`src/sv/vsa_pkg.sv`:
```
// ============================================================================
// Voice slot allocator package
// Shared sizes, operation codes and the request record that travels from the
// front end to the list engine.
// ============================================================================
package vsa_pkg;

    // Pool size and the widths that follow from it.
    localparam int VOICES = 16;
    localparam int SLOT_W = (VOICES > 1) ? $clog2(VOICES) : 1;
    localparam int LINK_W = $clog2(VOICES + 1);
    localparam logic [LINK_W-1:0] LINK_NONE = LINK_W'(VOICES);

    // Fixed field widths of the request and result ports.
    localparam int OP_W         = 2;
    localparam int SOUND_W      = 10;
    localparam int VOL_W        = 7;
    localparam int SLOT_PORT_W  = 4;
    localparam int COUNT_PORT_W = 5;

    localparam logic [VOL_W-1:0] VOL_MAX   = 7'd100;
    localparam logic [VOL_W-1:0] VOL_RESET = 7'd100;

    typedef enum logic [OP_W-1:0] {
        OP_ACTIVATE = 2'd0,
        OP_FINISH   = 2'd1,
        OP_CLEAR    = 2'd2
    } t_op;

    // What the list engine has to do with a request.
    typedef enum logic [1:0] {
        KIND_ACT    = 2'd0,
        KIND_FIN    = 2'd1,
        KIND_CLR    = 2'd2,
        KIND_REPORT = 2'd3
    } t_kind;

    typedef struct packed {
        t_kind                  kind;
        logic [SLOT_PORT_W-1:0] slot;
        logic [SOUND_W-1:0]     sound;
        logic                   loop;
        logic [VOL_W-1:0]       vol;
    } t_cmd;

endpackage

```
`src/sv/vsa_front.sv`:
```
// ============================================================================
// Voice slot allocator front end
// Holds the volume register, classifies each request and queues it in a
// two-entry queue for the list engine.
// ============================================================================
module vsa_front (
    input  logic                             i_clk,
    input  logic                             i_rst_n,
    input  logic                             i_cfg_wr_en,
    input  logic [vsa_pkg::VOL_W-1:0]        i_cfg_wr_data,
    input  logic                             i_in_valid,
    output logic                             o_in_stall,
    input  logic [vsa_pkg::OP_W-1:0]         i_operation,
    input  logic [vsa_pkg::SOUND_W-1:0]      i_sound_id,
    input  logic                             i_sound_loaded,
    input  logic                             i_loop_flag,
    input  logic [vsa_pkg::SLOT_PORT_W-1:0]  i_slot,
    output logic                             o_q_valid,
    output vsa_pkg::t_cmd                    o_q_cmd,
    input  logic                             i_q_pop
);

    logic [vsa_pkg::VOL_W-1:0] r_volume;
    logic [vsa_pkg::VOL_W-1:0] vol_sat;
    vsa_pkg::t_cmd             cmd;
    vsa_pkg::t_cmd             r_q [2];
    logic                      r_wr_ptr;
    logic                      r_rd_ptr;
    logic [1:0]                r_count;
    logic                      push;

    assign vol_sat = (r_volume > vsa_pkg::VOL_MAX) ? vsa_pkg::VOL_MAX : r_volume;

    // An activation with no volume or no sound data is only a count report.
    always_comb begin
        cmd.slot  = i_slot;
        cmd.sound = i_sound_id;
        cmd.loop  = i_loop_flag;
        cmd.vol   = vol_sat;
        unique case (vsa_pkg::t_op'(i_operation))
            vsa_pkg::OP_ACTIVATE: begin
                cmd.kind = ((vol_sat != '0) && i_sound_loaded) ?
                           vsa_pkg::KIND_ACT : vsa_pkg::KIND_REPORT;
            end
            vsa_pkg::OP_FINISH: cmd.kind = vsa_pkg::KIND_FIN;
            vsa_pkg::OP_CLEAR:  cmd.kind = vsa_pkg::KIND_CLR;
            default:            cmd.kind = vsa_pkg::KIND_REPORT;
        endcase
    end

    assign o_in_stall = (r_count == 2'd2);
    assign push       = i_in_valid && !o_in_stall;
    assign o_q_valid  = (r_count != 2'd0);
    assign o_q_cmd    = r_q[r_rd_ptr];

    always_ff @(posedge i_clk) begin
        if (!i_rst_n) begin
            r_volume <= vsa_pkg::VOL_RESET;
            r_wr_ptr <= 1'b0;
            r_rd_ptr <= 1'b0;
            r_count  <= 2'd0;
        end else begin
            if (i_cfg_wr_en) begin
                r_volume <= i_cfg_wr_data;
            end
            if (push) begin
                r_q[r_wr_ptr] <= cmd;
                r_wr_ptr      <= ~r_wr_ptr;
            end
            if (i_q_pop) begin
                r_rd_ptr <= ~r_rd_ptr;
            end
            case ({push, i_q_pop})
                2'b10:   r_count <= r_count + 2'd1;
                2'b01:   r_count <= r_count - 2'd1;
                default: r_count <= r_count;
            endcase
        end
    end

endmodule

```
`src/sv/vsa_back.sv`:
```
// ============================================================================
// Voice slot allocator list engine
// Keeps the free and active lists, executes one queued request at a time and
// holds its result in the output register.
// ============================================================================
module vsa_back (
    input  logic                               i_clk,
    input  logic                               i_rst_n,
    input  logic                               i_q_valid,
    input  vsa_pkg::t_cmd                      i_q_cmd,
    output logic                               o_q_pop,
    output logic                               o_out_valid,
    input  logic                               i_out_stall,
    output logic                               o_granted,
    output logic [vsa_pkg::SLOT_PORT_W-1:0]    o_granted_slot,
    output logic                               o_stolen,
    output logic [vsa_pkg::VOL_W-1:0]          o_voice_volume,
    output logic                               o_voice_loop,
    output logic [vsa_pkg::SOUND_W-1:0]        o_voice_sound,
    output logic [vsa_pkg::COUNT_PORT_W-1:0]   o_active_count
);

    typedef enum logic [2:0] {
        S_IDLE,
        S_ACT,
        S_FIN,
        S_CLR,
        S_DONE
    } t_state;

    t_state                            r_state;
    t_state                            pop_state;
    vsa_pkg::t_cmd                     r_cmd;

    logic [vsa_pkg::LINK_W-1:0]        r_link_next [vsa_pkg::VOICES];
    logic [vsa_pkg::LINK_W-1:0]        r_link_prev [vsa_pkg::VOICES];
    logic                              r_is_active [vsa_pkg::VOICES];
    logic [vsa_pkg::LINK_W-1:0]        r_active_head;
    logic [vsa_pkg::LINK_W-1:0]        r_active_tail;
    logic [vsa_pkg::LINK_W-1:0]        r_free_head;
    logic [vsa_pkg::LINK_W-1:0]        r_total;

    logic                              r_res_granted;
    logic [vsa_pkg::SLOT_PORT_W-1:0]   r_res_slot;
    logic                              r_res_stolen;

    logic                              r_out_valid;
    logic                              r_granted;
    logic [vsa_pkg::SLOT_PORT_W-1:0]   r_granted_slot;
    logic                              r_stolen;
    logic [vsa_pkg::VOL_W-1:0]         r_voice_volume;
    logic                              r_voice_loop;
    logic [vsa_pkg::SOUND_W-1:0]       r_voice_sound;
    logic [vsa_pkg::COUNT_PORT_W-1:0]  r_active_count;

    logic                              out_free;
    logic                              pop;
    logic [vsa_pkg::SLOT_W-1:0]        slot_idx;
    logic                              fin_hit;
    logic [vsa_pkg::LINK_W-1:0]        rel_addr;
    logic [vsa_pkg::LINK_W-1:0]        rd_next_addr;
    logic [vsa_pkg::LINK_W-1:0]        rd_next;
    logic [vsa_pkg::LINK_W-1:0]        rel_prev;
    logic                              do_release;

    assign out_free = !r_out_valid || !i_out_stall;
    assign pop      = i_q_valid && ((r_state == S_IDLE) || ((r_state == S_DONE) && out_free));
    assign o_q_pop  = pop;

    always_comb begin
        unique case (i_q_cmd.kind)
            vsa_pkg::KIND_ACT: pop_state = S_ACT;
            vsa_pkg::KIND_FIN: pop_state = S_FIN;
            vsa_pkg::KIND_CLR: pop_state = S_CLR;
            default:           pop_state = S_DONE;
        endcase
    end

    // One read port per link array: the release target, or the free head
    // while an activation is being carried out.
    assign slot_idx     = vsa_pkg::SLOT_W'(r_cmd.slot);
    assign fin_hit      = (32'(r_cmd.slot) < vsa_pkg::VOICES) && r_is_active[slot_idx];
    assign rel_addr     = (r_state == S_CLR) ? r_active_head :
                          vsa_pkg::LINK_W'(r_cmd.slot);
    assign rd_next_addr = (r_state == S_ACT) ? r_free_head : rel_addr;
    assign rd_next      = r_link_next[vsa_pkg::SLOT_W'(rd_next_addr)];
    assign rel_prev     = r_link_prev[vsa_pkg::SLOT_W'(rel_addr)];
    assign do_release   = ((r_state == S_FIN) && fin_hit) ||
                          ((r_state == S_CLR) && (r_active_head != vsa_pkg::LINK_NONE));

    always_ff @(posedge i_clk) begin
        if (!i_rst_n) begin
            for (int i = 0; i < vsa_pkg::VOICES; i++) begin
                r_link_next[i] <= vsa_pkg::LINK_W'(i + 1);
                r_link_prev[i] <= vsa_pkg::LINK_NONE;
                r_is_active[i] <= 1'b0;
            end
            r_state       <= S_IDLE;
            r_active_head <= vsa_pkg::LINK_NONE;
            r_active_tail <= vsa_pkg::LINK_NONE;
            r_free_head   <= '0;
            r_total       <= '0;
            r_out_valid   <= 1'b0;
        end else begin
            // In the done state the output register is reloaded instead.
            if (r_out_valid && !i_out_stall && (r_state != S_DONE)) begin
                r_out_valid <= 1'b0;
            end

            unique case (r_state)
                S_IDLE: begin
                    if (pop) begin
                        r_state <= pop_state;
                    end
                end
                S_ACT: begin
                    if (r_free_head != vsa_pkg::LINK_NONE) begin
                        r_free_head <= rd_next;
                        r_link_next[vsa_pkg::SLOT_W'(r_free_head)] <= r_active_head;
                        r_link_prev[vsa_pkg::SLOT_W'(r_free_head)] <= vsa_pkg::LINK_NONE;
                        if (r_active_head != vsa_pkg::LINK_NONE) begin
                            r_link_prev[vsa_pkg::SLOT_W'(r_active_head)] <= r_free_head;
                        end else begin
                            r_active_tail <= r_free_head;
                        end
                        r_active_head <= r_free_head;
                        r_is_active[vsa_pkg::SLOT_W'(r_free_head)] <= 1'b1;
                        r_total       <= r_total + vsa_pkg::LINK_W'(1);
                        r_res_granted <= 1'b1;
                        r_res_slot    <= vsa_pkg::SLOT_PORT_W'(r_free_head);
                    end else if (r_active_tail != vsa_pkg::LINK_NONE) begin
                        // Pool exhausted: the oldest voice is reused in place.
                        r_res_granted <= 1'b1;
                        r_res_stolen  <= 1'b1;
                        r_res_slot    <= vsa_pkg::SLOT_PORT_W'(r_active_tail);
                    end
                    r_state <= S_DONE;
                end
                S_FIN: begin
                    r_state <= S_DONE;
                end
                S_CLR: begin
                    if (r_active_head == vsa_pkg::LINK_NONE) begin
                        r_state <= S_DONE;
                    end
                end
                S_DONE: begin
                    if (out_free) begin
                        r_out_valid    <= 1'b1;
                        r_granted      <= r_res_granted;
                        r_granted_slot <= r_res_slot;
                        r_stolen       <= r_res_stolen;
                        r_voice_volume <= r_res_granted ? r_cmd.vol : '0;
                        r_voice_loop   <= r_res_granted && r_cmd.loop;
                        r_voice_sound  <= r_res_granted ? r_cmd.sound : '0;
                        r_active_count <= vsa_pkg::COUNT_PORT_W'(r_total);
                        r_state        <= pop ? pop_state : S_IDLE;
                    end
                end
                default: begin
                    r_state <= S_IDLE;
                end
            endcase

            // Unlink one active voice and push it onto the free head.
            if (do_release) begin
                if (rel_prev != vsa_pkg::LINK_NONE) begin
                    r_link_next[vsa_pkg::SLOT_W'(rel_prev)] <= rd_next;
                end else begin
                    r_active_head <= rd_next;
                end
                if (rd_next != vsa_pkg::LINK_NONE) begin
                    r_link_prev[vsa_pkg::SLOT_W'(rd_next)] <= rel_prev;
                end else begin
                    r_active_tail <= rel_prev;
                end
                r_is_active[vsa_pkg::SLOT_W'(rel_addr)] <= 1'b0;
                r_link_prev[vsa_pkg::SLOT_W'(rel_addr)] <= vsa_pkg::LINK_NONE;
                r_link_next[vsa_pkg::SLOT_W'(rel_addr)] <= r_free_head;
                r_free_head <= rel_addr;
                if (r_total != '0) begin
                    r_total <= r_total - vsa_pkg::LINK_W'(1);
                end
            end

            if (pop) begin
                r_cmd         <= i_q_cmd;
                r_res_granted <= 1'b0;
                r_res_slot    <= '0;
                r_res_stolen  <= 1'b0;
            end
        end
    end

    assign o_out_valid    = r_out_valid;
    assign o_granted      = r_granted;
    assign o_granted_slot = r_granted_slot;
    assign o_stolen       = r_stolen;
    assign o_voice_volume = r_voice_volume;
    assign o_voice_loop   = r_voice_loop;
    assign o_voice_sound  = r_voice_sound;
    assign o_active_count = r_active_count;

endmodule

```
`src/sv/voice_slot_allocator_unit.sv`:
```
// ============================================================================
// Voice slot allocator
// Fixed pool of voice slots with a LIFO free list and a newest-first active
// list; activations reuse the oldest voice when the pool is exhausted.
// ============================================================================
//
//  Channel   Handshake               Payload
//  --------  ----------------------  ------------------------------------------
//  config    i_cfg_wr_en             i_cfg_wr_data (volume)
//  request   i_in_valid / o_in_stall operation, sound_id, sound_loaded,
//                                    loop_flag, slot
//  result    o_out_valid / i_out_stall granted, granted_slot, stolen,
//                                    voice_volume, voice_loop, voice_sound,
//                                    active_count
//
// An activate or finish request first executes in the list engine and then
// loads the output register; the next queued request is taken as that
// result is loaded. A refused activation or an unused operation skips the
// execute step. A clear stays in its execute step until the active list is
// empty, since the engine unlinks one voice per cycle.
// Reset is synchronous: the slot lists live in flip-flops, so there is no
// clearing pass.
// A stalled result waits in the output register while a two-entry queue
// keeps taking requests; o_in_stall rises only when that queue is full.
//
// The front end saturates the volume, turns activations with zero volume or
// missing sound data into plain count reports, and queues the request. The
// list engine owns all link state and produces exactly one result for each
// request, in order.
module voice_slot_allocator_unit (
    input  logic                               i_clk,
    input  logic                               i_rst_n,
    input  logic                               i_cfg_wr_en,
    input  logic [vsa_pkg::VOL_W-1:0]          i_cfg_wr_data,
    input  logic                               i_in_valid,
    output logic                               o_in_stall,
    input  logic [vsa_pkg::OP_W-1:0]           i_operation,
    input  logic [vsa_pkg::SOUND_W-1:0]        i_sound_id,
    input  logic                               i_sound_loaded,
    input  logic                               i_loop_flag,
    input  logic [vsa_pkg::SLOT_PORT_W-1:0]    i_slot,
    output logic                               o_out_valid,
    input  logic                               i_out_stall,
    output logic                               o_granted,
    output logic [vsa_pkg::SLOT_PORT_W-1:0]    o_granted_slot,
    output logic                               o_stolen,
    output logic [vsa_pkg::VOL_W-1:0]          o_voice_volume,
    output logic                               o_voice_loop,
    output logic [vsa_pkg::SOUND_W-1:0]        o_voice_sound,
    output logic [vsa_pkg::COUNT_PORT_W-1:0]   o_active_count
);

    logic          q_valid;
    vsa_pkg::t_cmd q_cmd;
    logic          q_pop;

    // Front end: volume register, request classification and the queue.
    vsa_front u_front (
        .i_clk          (i_clk),
        .i_rst_n        (i_rst_n),
        .i_cfg_wr_en    (i_cfg_wr_en),
        .i_cfg_wr_data  (i_cfg_wr_data),
        .i_in_valid     (i_in_valid),
        .o_in_stall     (o_in_stall),
        .i_operation    (i_operation),
        .i_sound_id     (i_sound_id),
        .i_sound_loaded (i_sound_loaded),
        .i_loop_flag    (i_loop_flag),
        .i_slot         (i_slot),
        .o_q_valid      (q_valid),
        .o_q_cmd        (q_cmd),
        .i_q_pop        (q_pop)
    );

    // List engine: free and active lists plus the output register.
    vsa_back u_back (
        .i_clk          (i_clk),
        .i_rst_n        (i_rst_n),
        .i_q_valid      (q_valid),
        .i_q_cmd        (q_cmd),
        .o_q_pop        (q_pop),
        .o_out_valid    (o_out_valid),
        .i_out_stall    (i_out_stall),
        .o_granted      (o_granted),
        .o_granted_slot (o_granted_slot),
        .o_stolen       (o_stolen),
        .o_voice_volume (o_voice_volume),
        .o_voice_loop   (o_voice_loop),
        .o_voice_sound  (o_voice_sound),
        .o_active_count (o_active_count)
    );

    // A voice is only stolen when every slot is already playing.
    a_steal_only_when_full: assert property (
        @(posedge i_clk) disable iff (!i_rst_n)
        (o_out_valid && o_stolen) |->
            (o_granted && (o_active_count == vsa_pkg::COUNT_PORT_W'(vsa_pkg::VOICES))))
        else $error("voice stolen while the pool was not full");

    // A result that grants nothing carries no voice settings.
    a_refusal_is_clean: assert property (
        @(posedge i_clk) disable iff (!i_rst_n)
        (o_out_valid && !o_granted) |->
            (!o_stolen && (o_granted_slot == '0) && (o_voice_volume == '0) &&
             !o_voice_loop && (o_voice_sound == '0)))
        else $error("refused request reports voice settings");

    // A granted voice always plays at a legal, nonzero volume.
    a_grant_volume: assert property (
        @(posedge i_clk) disable iff (!i_rst_n)
        (o_out_valid && o_granted) |->
            ((o_voice_volume != '0) && (o_voice_volume <= vsa_pkg::VOL_MAX)))
        else $error("granted voice with an illegal volume");

    // The queue is empty right after reset, so requests are taken at once.
    a_ready_after_reset: assert property (
        @(posedge i_clk)
        (i_rst_n && !$past(i_rst_n)) |-> !o_in_stall)
        else $error("request channel stalled right after reset");

endmodule

```
`config.mk`:
```
export PLATFORM = sky130hd
export DESIGN_NAME = voice_slot_allocator_unit
export DESIGN_NICKNAME = d
export VERILOG_FILES = /design/src/sv/vsa_pkg.sv /design/src/sv/vsa_front.sv /design/src/sv/vsa_back.sv /design/src/sv/voice_slot_allocator_unit.sv
export SDC_FILE = /design/constraint.sdc
export NUM_CORES = 1
export LEC_CHECK = 0
export BUFFER_PORTS_ARGS = -buffer_cell sky130_fd_sc_hd__clkbuf_2
export CORE_ASPECT_RATIO = 0.7
export CORE_MARGIN = 2
export CORE_UTILIZATION = 50
export DETAILED_ROUTE_END_ITERATION = 8
export GPL_TIMING_DRIVEN = 0
export PLACE_DENSITY = 0.67
export RECOVER_POWER = 25
export SLEW_MARGIN = 40
export SYNTH_ARGS = -nofsm -noshare
export SYNTH_HDL_FRONTEND = slang
export SYNTH_SLANG_ARGS = --single-unit
```
`constraint.sdc`:
```
create_clock -name i_clk -period 5.1 [get_ports i_clk]
set_input_delay 1.02 -clock i_clk [delete_from_list [all_inputs] [get_ports i_clk]]
set_output_delay 1.02 -clock i_clk [all_outputs]
set_load 0.01 [all_outputs]
```
# Word-level counts from Yosys, hierarchy flattened

Memory sizes are Yosys's and may differ from the RTL's. A register that Yosys moved wholly into a read port is not among the register bits.
Cells that the tools add are included.

Input port bits: 30
Memories kept: 4
Memory bits (writable): 224
Bits in registers: 92

Add/sub/neg operators: 4
$lt $le $gt $ge: 1
Reductions and logical operators: 43
Mux-type cells: 93
Eq/ne operators: 22
Bitwise logic cells: 2

Memories:

| memory             | depth | width | read ports | clocked after Yosys merged registers in | wr ports | RTL line        | RTL |
|---|---|---|---|---|---|---|---|
| u_back.r_link_next | 16    | 5     | 1          | 0                                       | 16       | vsa_back.sv:35  | `logic [vsa_pkg::LINK_W-1:0] r_link_next [vsa_pkg::VOICES];` |
| u_back.r_link_prev | 16    | 5     | 1          | 0                                       | 16       | vsa_back.sv:36  | `logic [vsa_pkg::LINK_W-1:0] r_link_prev [vsa_pkg::VOICES];` |
| u_front.r_q        | 2     | 24    | 1          | 1                                       | 1        | vsa_front.sv:26 | `vsa_pkg::t_cmd r_q [2];` |
| u_back.r_is_active | 16    | 1     | 1          | 1                                       | 16       | vsa_back.sv:37  | `logic r_is_active [vsa_pkg::VOICES];` |

Operators by type and width:

| cell                | number |
|---|---|
| $mux 5              | 24 |
| $mux 4              | 14 |
| $mux 1              | 45 |
| $reduce_or 5->1     | 7 |
| $ne 5x5->1 const B  | 5 |
| $mux 3              | 4 |
| $pmux 3 s4          | 1 |
| $reduce_bool 2->1   | 6 |
| $logic_and 1x1->1   | 9 |
| $pmux 3 s3          | 1 |
| $reduce_and 3->1    | 3 |
| $eq 2x2->1 const B  | 4 |
| $gt 7x7->1 const B  | 1 |
| $mux 7              | 1 |
| $reduce_bool 7->1   | 1 |
| $eq 2x1->1 const B  | 3 |
| $eq 3x2->1 const B  | 2 |
| $ne 2x1->1 const B  | 3 |
| $pmux 2 s3          | 1 |
| $add 5x1->5 const B | 1 |
| $eq 5x5->1 const B  | 1 |
| $reduce_bool 5->1   | 1 |
| $sub 5x1->5 const B | 1 |
| $logic_not 2->1     | 2 |
| other kinds (17)    | 24 |

# Logic depth before layout (Yosys ltp)

An unclocked memory read counts as a cell.

Depth after elaboration: 11
Mapped depth: 15
Depth with buffers taken out: 10

# By module

A second synthesis with hierarchy kept.

Cell total of the unflattened synthesis: 1399
Area, all modules: 16452.0 µm²

Modules (own cells, without submodules):

| module    | cells each | sequential area each (µm²) | area each (µm²) | times used |
|---|---|---|---|---|
| vsa_back  | 1261       | 7397.1                     | 14144.8         | 1 |
| vsa_front | 138        | 1681.6                     | 2307.2          | 1 |

# Least setup slack after synthesis

OpenSTA, ideal clock, no wires.

Path type: reg2reg
Start point: reg u_back.r_state[1]
End point: mem u_back.r_link_prev[3][4] (netlist bit), data pin
Setup slack: 1.541 ns
Required time: 4.843 ns
Setup time: 0.257 ns
Arrival time: 3.302 ns
Buffers on the path: 2
Stages on the path, launching flop included: 12
Path through: dfxtp_1 > buf_6 > mux2_2 > mux2i_2 > buf_2 > mux4_2 > a211oi_2 > nand2_1 > nor2_1 > a32oi_1 > or3b_4 > o22a_1

RTL lines:

| what                   | RTL line        | RTL |
|---|---|---|
| start, declared        | vsa_back.sv:31  | `t_state r_state;` |
| start signal, assigned | vsa_back.sv:113 | `r_state <= pop_state;` |
| start signal, assigned | vsa_back.sv:157 | `r_state <= pop ? pop_state : S_IDLE;` |
| end, declared          | vsa_back.sv:36  |  |

==> flow_summary.ini <==
[timing]
finalMaxSlewViolations = 0
setup_ws_ns = -0.04993
finClkSkew_ns = 0.02106
max_freq_mhz = 194.2
whs_ns = 0.4261
setup_violations = 3
slew_headroom_pct = 33.91
min_period_ns = 5.150
finalSetupTns_ns = -0.09178
hold_viol_final = 0
rsz0062_at_grt = no
post-route-period-util_pct = 101.0
tightest_slew_ns = 0.9860

[place]
dpl_cell_area_um2 = 17690
dp_hpwl_um = 46270
io_buffer_count = 59
placed_cells = 1986
routabilityCongestion = 1.032

[synth]
synth_top_area_share_pct = 47.71
synth_edf_count = 265
synthCells = 1488
yosysUniqueCellTypes = 79
ys_warn_count = 0
ys.flop_type = edfxtp_1
synth_top_area_cell = edfxtp_1
synth_seq_area_share_pct = 54.43
ys_seq_elements = 321
syn_area_um2 = 16680
synthArstFlopShare_pct = 0
synth.area.top_cells = edfxtp_1 (48%), dfxtp_1 (6.7%), mux4_2 (5.0%)
avgSynthCellArea_um2 = 11.21
syn-num-nets = 1522

[route]
drt-total-wl_um = 61880
ant_nets = 0
vias = 14060
drc_errors = 0
dr.first_iter.drc_count = 2058
vias_per_cell = 6.877
avgRoutedWirePerCell_um = 30.26
first_pass_iters = 7

[global_routing]
grt_usage_pct = 35.82
grt_use_met1_pct = 51.81
grt-ovfl-total = 0
antenna_found_initial = 0
grt_pass1_vias = 13050
grt_pass1_wl_um = 89590
busiest_layer = met1
use_met2_pct = 47.34
met3_usage_pct = 17.84
grt_max_degree = 23

[finish]
finish.utilization_pct = 57.48
diodes = 0
drive_gt1_share_pct = 15.76
layout.nets = 1628
instances_no_fill = 2045
area_growth_syn_to_layout_pct = 12.18
stdcell_area_um2 = 18710

[cts]
clk_latency_ns = 0.59
clockRootBuffer = clkbuf_16
cts_buffers = 31
cts_tree = built
cts_buffer_depth = 3
cts.sinks = 321
htreeDepth = 1
clkTransAtPathRegs_ns = 0.07
holdBufCountCts = 0

[critical_path]
cp-end-kind = flip-flop
critical_path.max_fanout = 10
critPathKind = flip-flop to flip-flop
cp.required_ns = 5.44
start_kind = flip-flop
cp.arrival_ns = 5.49

[die]
die_h_um = 156.8
die_w_um = 222.3
io_pins = 61
start_util_pct = 51.24
design.core.area_um2 = 32550
design.die.area_um2 = 34860
rows = 55

[outcome]
status = finished with violations
violations = negative setup slack

[job]
maxCapViolCount = 0

[power]
power_leakage_nw = 6.231
powerDensity_nw_per_um2 = 456.6
max-vdd-ir-drop_v = 0.0002677

[worst_hold_path]
min_path_type = flip-flop to flip-flop
cell usage in the layout, fill, tap and decap left out, drive strengths merged, types with 12 or more instances in the layout:
master / n
edfxtp: 265
nand2: 204
clkbuf: 166
nor2: 107
nand3: 76
o22ai: 72
dfxtp: 56
a21oi: 53
mux2i: 52
o21ai: 51
buf: 48
mux2: 42
mux4: 37
o22a: 33
and2: 33
nor3: 24
a211oi: 22
a22oi: 20
inv: 20
nand2b: 19
nand4: 17
o31ai: 17
clkinv: 17
nor2b: 13
a31oi: 12
o211ai: 12
where the power goes:
part	total (mW)	internal (mW)	switching, mW
clock network	2.29	1.27	1.02
logic	2.99	0.832	2.16
registers	3.27	3.14	0.130
total	8.54	5.23	3.31
what timing repair did:
| item | 4_1_cts | 5_1_grt |
|---|---|---|
| setup endpoints to repair | 136 | 186 |
| resized for setup | 8 | 12 |
| buffers inserted | 1 | 3 |
| pin swaps | 0 | 0 |
final timing paths:
check	to	depth (start not counted)	start	slack, ns
worst min register to register	u_back.o_granted_slot[0]	0	u_back.r_res_slot[0]	0.43
worst min-delay path	u_back.o_granted_slot[0]	0	u_back.r_res_slot[0]	0.43
worst max-delay path	u_back.r_link_next[13][1]	12	u_back.r_state[0]	-0.05
worst max register to register	u_back.r_link_next[13][1]	12	u_back.r_state[0]	-0.05
critical path, stage by stage (launching register included):
cell and delay, ns:
dfxtp_1 0.33, buf_4 0.25, nand2b_1 0.29, nor2_2 0.68
nand2_1 0.27, a31o_2 0.33, clkbuf_1 0.27, buf_1 0.33
nor2_1 0.73, nand2_1 0.13, o21ai_1 0.51, nand3_1 0.45
o22a_1 0.32
per-layer routing:
layer / routed length (um) / vias up
met5: 130 / -
met4: 1614 / 4
met3: 10330 / 128
met2: 23900 / 1050
met1: 25890 / 6922
li1: - / 5959
kinds of logic after synthesis:
kind of cell / synth area share (%)
AND/OR/NAND/NOR: 15.10
XOR/XNOR: 0.3151
adder cells (fa/ha/maj): 0.3001
multiplexers: 11.16
buffers and inverters: 3.271
flip-flops: 54.43
AO/OA/AOI/OAI: 15.42
final cells by class:
| type | instances | area (um^2) |
|---|---|---|
| Buffer | 103 | 485.5 |
| Clock buffer | 36 | 794.5 |
| Clock inverter | 21 | 186.4 |
| Fill cell | 2765 | 13840 |
| Inverter | 19 | 71.32 |
| Multi-Input combinational cell | 1043 | 7218 |
| Sequential cell | 321 | 9080 |
| Tap cell | 427 | 534.3 |
| Timing Repair Buffer | 75 | 340.3 |
registers in the layout, summed over array words and instances, names as in the netlist, 7 cells and up, named ones only:
register / count
u_front.r_volume: 7
u_back.r_link_prev: 80
u_back.r_link_next: 80
u_back.r_cmd: 18
u_back.r_is_active: 16
u_back.o_voice_sound: 10
u_back.o_voice_volume: 7
u_front.r_q: 48
synthesized netlist by cell type (33+ instances only):
cell      instances
nor2_1          107
o21ai_0          46
mux2_2           40
clkbuf_1         61
mux2i_1          47
o22ai_1          72
o22a_1           33
nand3_1          74
mux4_2           37
a21oi_1          53
dfxtp_1          56
edfxtp_1        265
nand2_1         204
stage by stage:
step | setup slack [ns] | total power, mW
floorplan | 1.541 | 4.993
CTS | 0.007751 | 8.377
finish | -0.04993 | 8.543
detailed placement | -0.4335 | 6.092
global route | 0.03809 | 8.770
global placement | -0.7082 | 6.042
(Power assumes the default switching activity.)
